===== src/rtl/ycc2rgb_pkg.sv =====
package ycc2rgb_pkg;

    // signed width that holds every weighted sum with margin
    localparam int SUM_W = 28;

    typedef logic signed [SUM_W-1:0] t_sum;
    typedef logic signed [8:0]       t_offs;

    localparam t_sum COEF_Y  = 28'sd76284;
    localparam t_sum COEF_RV = 28'sd104595;
    localparam t_sum COEF_GU = 28'sd25625;
    localparam t_sum COEF_GV = 28'sd53281;
    localparam t_sum COEF_BU = 28'sd132252;

    localparam t_offs LUMA_OFFS   = 9'sd16;
    localparam t_offs CHROMA_OFFS = 9'sd128;

    localparam logic [7:0] ALPHA_ON = 8'd255;

    // configuration register indexes
    localparam logic [1:0] REG_CHROMA_MODE  = 2'd0;
    localparam logic [1:0] REG_BLUE_FIRST   = 2'd1;
    localparam logic [1:0] REG_ALPHA_ENABLE = 2'd2;

    // arithmetic shift by 16, then limit to 0..255
    function automatic logic [7:0] scale_clamp(input t_sum s);
        logic [7:0] q;
        if (s[SUM_W-1]) begin
            q = 8'd0;
        end else if (s[SUM_W-2:24] != '0) begin
            q = 8'd255;
        end else begin
            q = s[23:16];
        end
        return q;
    endfunction

endpackage


===== src/rtl/ycbcr_to_rgb_converter_top.sv =====
// BT.601 YCbCr to RGB converter. Each input beat is one macro pixel (Cb, Cr and
// four luma slots); it yields two pixel beats in 4:2:2 mode and four in 4:1:1
// mode, in luma order. The rate is set by the single pixel output register,
// which issues one pixel per cycle while the consumer keeps m_axis_tready high;
// the next macro pixel is taken in the same cycle as the last pixel of the
// current one is issued, so the stream runs without gaps. An input beat is
// held in the macro pixel register, and its pixels pass through the pixel
// output register. Configuration writes are accepted at any time and must
// only be made while no macro pixel is in flight.
module ycbcr_to_rgb_converter_top
    import ycc2rgb_pkg::*;
(
    input  logic        i_clk,
    input  logic        i_rst_n,

    input  logic        i_cfg_valid,
    output logic        o_cfg_ready,
    input  logic [1:0]  i_cfg_index,
    input  logic [7:0]  i_cfg_data,

    input  logic        s_axis_tvalid,
    output logic        s_axis_tready,
    // chroma_blue, chroma_red, luma_0, luma_1, luma_2, luma_3
    input  logic [47:0] s_axis_tdata,
    input  logic        s_axis_tlast,   // end_of_frame

    output logic        m_axis_tvalid,
    input  logic        m_axis_tready,
    // channel_first, channel_green, channel_last, alpha_byte
    output logic [31:0] m_axis_tdata,
    // last_of_group
    output logic        m_axis_tuser,
    output logic        m_axis_tlast    // frame_done
);

    logic r_chroma_mode;
    logic r_blue_first;
    logic r_alpha_enable;

    // macro pixel register
    logic       r_in_valid;
    logic       r_in_mode;
    logic       r_in_eof;
    logic [7:0] r_luma [4];
    t_sum       r_red_c;
    t_sum       r_green_c;
    t_sum       r_blue_c;
    logic [1:0] r_pix_idx;

    // pixel output register
    logic        r_out_valid;
    logic [31:0] r_out_data;
    logic        r_out_group_last;
    logic        r_out_frame_done;

    logic       w_in_accept;
    logic       w_issue;
    logic       w_last_pix;
    t_offs      w_u;
    t_offs      w_v;
    t_offs      w_y;
    t_sum       w_ys;
    logic [7:0] w_red;
    logic [7:0] w_green;
    logic [7:0] w_blue;
    logic [7:0] w_luma_sel;

    assign o_cfg_ready = 1'b1;

    always_ff @(posedge i_clk) begin
        if (!i_rst_n) begin
            r_chroma_mode  <= 1'b0;
            r_blue_first   <= 1'b0;
            r_alpha_enable <= 1'b0;
        end else if (i_cfg_valid) begin
            case (i_cfg_index)
                REG_CHROMA_MODE:  r_chroma_mode  <= i_cfg_data[0];
                REG_BLUE_FIRST:   r_blue_first   <= i_cfg_data[0];
                REG_ALPHA_ENABLE: r_alpha_enable <= i_cfg_data[0];
                default: ;
            endcase
        end
    end

    assign w_issue       = r_in_valid && (!r_out_valid || m_axis_tready);
    assign w_last_pix    = (r_pix_idx == (r_in_mode ? 2'd3 : 2'd1));
    assign s_axis_tready = !r_in_valid || (w_issue && w_last_pix);
    assign w_in_accept   = s_axis_tvalid && s_axis_tready;

    // chroma terms are shared by all pixels of the macro pixel
    assign w_u = t_offs'({1'b0, s_axis_tdata[7:0]}) - CHROMA_OFFS;
    assign w_v = t_offs'({1'b0, s_axis_tdata[15:8]}) - CHROMA_OFFS;

    always_ff @(posedge i_clk) begin
        if (!i_rst_n) begin
            r_in_valid <= 1'b0;
            r_pix_idx  <= 2'd0;
        end else if (w_in_accept) begin
            r_in_valid <= 1'b1;
            r_pix_idx  <= 2'd0;
        end else if (w_issue) begin
            if (w_last_pix) begin
                r_in_valid <= 1'b0;
            end
            r_pix_idx <= r_pix_idx + 2'd1;
        end
    end

    always_ff @(posedge i_clk) begin
        if (w_in_accept) begin
            r_in_mode <= r_chroma_mode;
            r_in_eof  <= s_axis_tlast;
            r_luma[0] <= s_axis_tdata[23:16];
            r_luma[1] <= s_axis_tdata[31:24];
            r_luma[2] <= s_axis_tdata[39:32];
            r_luma[3] <= s_axis_tdata[47:40];
            r_red_c   <= t_sum'(w_v) * COEF_RV;
            r_green_c <= -(t_sum'(w_u) * COEF_GU) - (t_sum'(w_v) * COEF_GV);
            r_blue_c  <= t_sum'(w_u) * COEF_BU;
        end
    end

    always_comb begin
        case (r_pix_idx)
            2'd0:    w_luma_sel = r_luma[0];
            2'd1:    w_luma_sel = r_luma[1];
            2'd2:    w_luma_sel = r_luma[2];
            default: w_luma_sel = r_luma[3];
        endcase
    end

    assign w_y     = t_offs'({1'b0, w_luma_sel}) - LUMA_OFFS;
    assign w_ys    = t_sum'(w_y) * COEF_Y;
    assign w_red   = scale_clamp(w_ys + r_red_c);
    assign w_green = scale_clamp(w_ys + r_green_c);
    assign w_blue  = scale_clamp(w_ys + r_blue_c);

    always_ff @(posedge i_clk) begin
        if (!i_rst_n) begin
            r_out_valid <= 1'b0;
        end else if (w_issue) begin
            r_out_valid <= 1'b1;
        end else if (m_axis_tready) begin
            r_out_valid <= 1'b0;
        end
    end

    always_ff @(posedge i_clk) begin
        if (w_issue) begin
            r_out_data[7:0]   <= r_blue_first ? w_blue : w_red;
            r_out_data[15:8]  <= w_green;
            r_out_data[23:16] <= r_blue_first ? w_red : w_blue;
            r_out_data[31:24] <= r_alpha_enable ? ALPHA_ON : 8'd0;
            r_out_group_last  <= w_last_pix;
            r_out_frame_done  <= w_last_pix && r_in_eof;
        end
    end

    assign m_axis_tvalid = r_out_valid;
    assign m_axis_tdata  = r_out_data;
    assign m_axis_tuser  = r_out_group_last;
    assign m_axis_tlast  = r_out_frame_done;

    // a busy macro pixel that is not finishing blocks the input
    a_in_blocked: assert property (@(posedge i_clk) disable iff (!i_rst_n)
        (r_in_valid && !(w_issue && w_last_pix)) |-> !s_axis_tready)
        else $error("input accepted while macro pixel still in flight");

    // in 4:2:2 mode only pixel slots 0 and 1 are issued
    a_idx_range: assert property (@(posedge i_clk) disable iff (!i_rst_n)
        (r_in_valid && !r_in_mode) |-> (r_pix_idx[1] == 1'b0))
        else $error("pixel index beyond group in 4:2:2 mode");

    // frame end only on the last pixel of a group
    a_frame_on_group_end: assert property (@(posedge i_clk) disable iff (!i_rst_n)
        (m_axis_tvalid && m_axis_tlast) |-> m_axis_tuser)
        else $error("frame_done without last_of_group");

    // a new pixel never overwrites one that is still waiting
    a_no_overwrite: assert property (@(posedge i_clk) disable iff (!i_rst_n)
        (m_axis_tvalid && !m_axis_tready) |-> !w_issue)
        else $error("output register overwritten while stalled");

endmodule


===== config.mk =====
export PLATFORM = sky130hd
export DESIGN_NAME = ycbcr_to_rgb_converter_top
export DESIGN_NICKNAME = d
export VERILOG_FILES = /design/src/rtl/ycc2rgb_pkg.sv /design/src/rtl/ycbcr_to_rgb_converter_top.sv
export SDC_FILE = /design/constraint.sdc
export NUM_CORES = 1
export LEC_CHECK = 0
export ABC_CLOCK_PERIOD_IN_PS = 10160
export BUFFER_PORTS_ARGS = -buffer_cell sky130_fd_sc_hd__buf_2
export CAP_MARGIN = 40
export CORE_MARGIN = 5
export CORE_UTILIZATION = 60
export CTS_CLUSTER_DIAMETER = 50
export DETAILED_ROUTE_END_ITERATION = 8
export GPL_ROUTABILITY_DRIVEN = 1
export PLACE_DENSITY = 0.78
export SKIP_LAST_GASP = 1
export SYNTH_ARGS = -nofsm -noshare
export SYNTH_HDL_FRONTEND = slang
export SYNTH_SLANG_ARGS = --single-unit
export TNS_END_PERCENT = 100

===== constraint.sdc =====
create_clock -name i_clk -period 10.16 [get_ports i_clk]
set_clock_uncertainty 0.1 [all_clocks]
set_input_delay 2.032 -clock i_clk [delete_from_list [all_inputs] [get_ports i_clk]]
set_output_delay 2.032 -clock i_clk [all_outputs]
set_load 0.005 [all_outputs]

==> metrics.txt <==
max-cap violation count=0; final number of max-transition violations=0; CP startpoint kind=flop; I/O pin cnt=101; Buf+Inv Stages, Crit Path=5; Post-Syn Instances=1,911; final WL=44.35 mm; depth of the most critical reg-to-reg path=36; Post-CTS Setup Bufs=0; Critical Path Max Stage Delay=0.56 ns; Detail Route Antenna Nets=0; routability congestion estimate=0.9190; Worst Setup SP=r_pix_idx[1]; pin count of the biggest net entering global routing=44; Die X=189.6 um; clk root buf=clkbuf_16; I/O Buffers=92; fin crit share=94.28%; Crit path depth=36; Placed Instance Area=0.02027 sq mm; CP required=10.25 ns; worst slew pin tran=0.7756 ns; hold-fix buffers at CTS=0; ys flop type=edfxtp_1; #FFs+latches synth=145; drt first pass iters=5; outcome=finished, final reports clean; mean post-synth cell area=10.12 sq um; Reg area=0.004284 sq mm; clk sinks=145; CP Class=reg -> reg; Async SR Flop Fraction=0%; WL/cell=18.31 um; commonest cells in the netlist=ha_1, inv_1, fa_1, edfxtp_1, a21oi_1; initial drt markers=843; cts bufs inserted=17; share of post-route cells with drive strength above 1=9.158%; CORE AREA=0.03172 sq mm; Syn Nets=2,549; Crit. End Element=flop; top cell type's share of synthesized area=27.87%; post-DP HPWL=36.96 mm; FILL cells=2,424; Clock H-tree levels=4; vias per cell=5.815; count of different cell masters after synthesis=92; clk slew on worst S/H paths=0.06 ns; CP max-delay cell=fa_1; area delta synth->final=8.091%; Yosys Warn Count=0; Critical Path AT=9.66 ns; area leader, netlist=ha_1; diode count=0; full die area=0.03593 sq mm; clk buf depth=2; global-route usage over all layers=24.93%; Period minus WS final=9.579 ns; Design Area, Final=0.02091 sq mm; final setup margin=0.5811 ns; post-place setup slack=0.3502 ns; Row Count=65; Worst path top cell family by delay=compound AO/OA/AOI/OAI gates; vias in the first global route=14.35k; Setup-failing EPs final=0; HP Start=r_alpha_enable; most common cell in the netlist=ha_1; initial antenna violation count=1; Remaining Overflow, GRT=0; final hold viol count=0; Synth area leaders=ha_1, edfxtp_1, fa_1, inv_1, xnor2_1; class of the worst hold path=reg -> reg; slew margin rel.=48.22%; effective utilization at floorplan=60.99%; latest clock arrival within the worst-skew pair=0.44 ns; setup TNS=0 ns; multi-input logic area=0.01356 sq mm; Die Y=189.6 um; CTS tree=done; NumNets Final=2,645; hold path cells=0; RSZ-0062 raised after global routing=true; via count=14.08k; first-pass GRT wire length=71.32 mm; Post-route DRC=0; RR Startpoint=r_pix_idx[1]; Seq/Total Area, Yosys=22.14%; f_max=0.1044 GHz; Mapped Area=0.01935 sq mm; Resized Gates After CTS=0; EDFF count, synth=138; worst-path maximum fanout=8
state kept, by name, summed over array words and instances (netlist names):
signal,count
r_pix_idx,2
m_axis_tvalid,1
r_chroma_mode,1
r_in_valid,1
r_in_mode,1
r_red_c,25
r_in_eof,1
r_blue_c,26
m_axis_tdata,25
r_luma,32
r_green_c,26
m_axis_tuser,1
r_alpha_enable,1
r_blue_first,1
m_axis_tlast,1
layer usage:
layer,part of all wire (%),track usage (%),vias up
met5,0.029,0,-
met2,49,43.85,391
li1,-,-,6830
met1,42,30.92,6760
met3,4.8,3.138,100
met4,4.1,10.85,2
cell families (layout without fill, tap and decap cells):
| family | after synthesis | after routing | share of synthesized area (%) |
|---|---|---|---|
| mux | 11 | 11 | 0.5885 |
| xor+xnor | 114 | 114 | 5.200 |
| other cells | 1 | 1 | 0.01938 |
| compound gates | 354 | 354 | 13.06 |
| fa+ha+maj | 574 | 574 | 42.67 |
| buf+inv | 395 | 504 | 7.936 |
| flops | 145 | 145 | 22.14 |
| simple gates | 317 | 317 | 8.382 |
metrics by stage:
step | hold slack (ns) | std cells | util, %
floorplan | 0.3076 | 1911 | -
global placement | 0.3300 | 2387 | 63.74
detailed placement | 0.3327 | 2390 | 63.91
CTS | 0.3502 | 2422 | 65.82
global route | 0.3605 | 2422 | 65.93
finish | 0.3465 | 2422 | 65.93
cell type report:
class | count | area share [%]
clock buffer | 18 | 2.052
multi-input combinational | 1371 | 64.86
clock inverter | 14 | 0.8496
timing repair buffer | 102 | 2.704
tap | 402 | 2.405
inverter | 370 | 6.642
sequential | 145 | 20.49
worst paths after layout:
| path | to | slack (ns) |
|---|---|---|
| worst max-delay path | m_axis_tdata[23] | 0.58 |
| worst min-delay path | m_axis_tdata[30] | 0.35 |
| worst max register to register | m_axis_tdata[23] | 0.58 |
| worst min register to register | m_axis_tdata[30] | 0.35 |
layout by cell type (no fill, tap or decap), types with 12 or more instances in the layout:
| cell type | Yosys | routed |
|---|---|---|
| clkbuf_16 | 0 | 17 |
| nor3_1 | 34 | 34 |
| xor2_1 | 33 | 31 |
| a21oi_1 | 105 | 105 |
| buf_2 | 2 | 93 |
| nor2_1 | 67 | 67 |
| o21ai_0 | 42 | 42 |
| a21o_1 | 34 | 34 |
| xnor2_1 | 80 | 79 |
| and3_1 | 16 | 16 |
| nand3_1 | 41 | 41 |
| or3_1 | 12 | 12 |
| edfxtp_1 | 138 | 138 |
| nand4_1 | 12 | 12 |
| fa_1 | 143 | 143 |
| nand2b_1 | 12 | 12 |
| nor2b_1 | 15 | 15 |
| nand2_1 | 69 | 69 |
| inv_1 | 370 | 370 |
| o21bai_1 | 21 | 21 |
| ha_1 | 431 | 429 |
| o21a_1 | 17 | 17 |
Power is left out: the tool's default activity adds up to more than one toggle a clock period on the data nets, which glitch-free logic cannot reach.
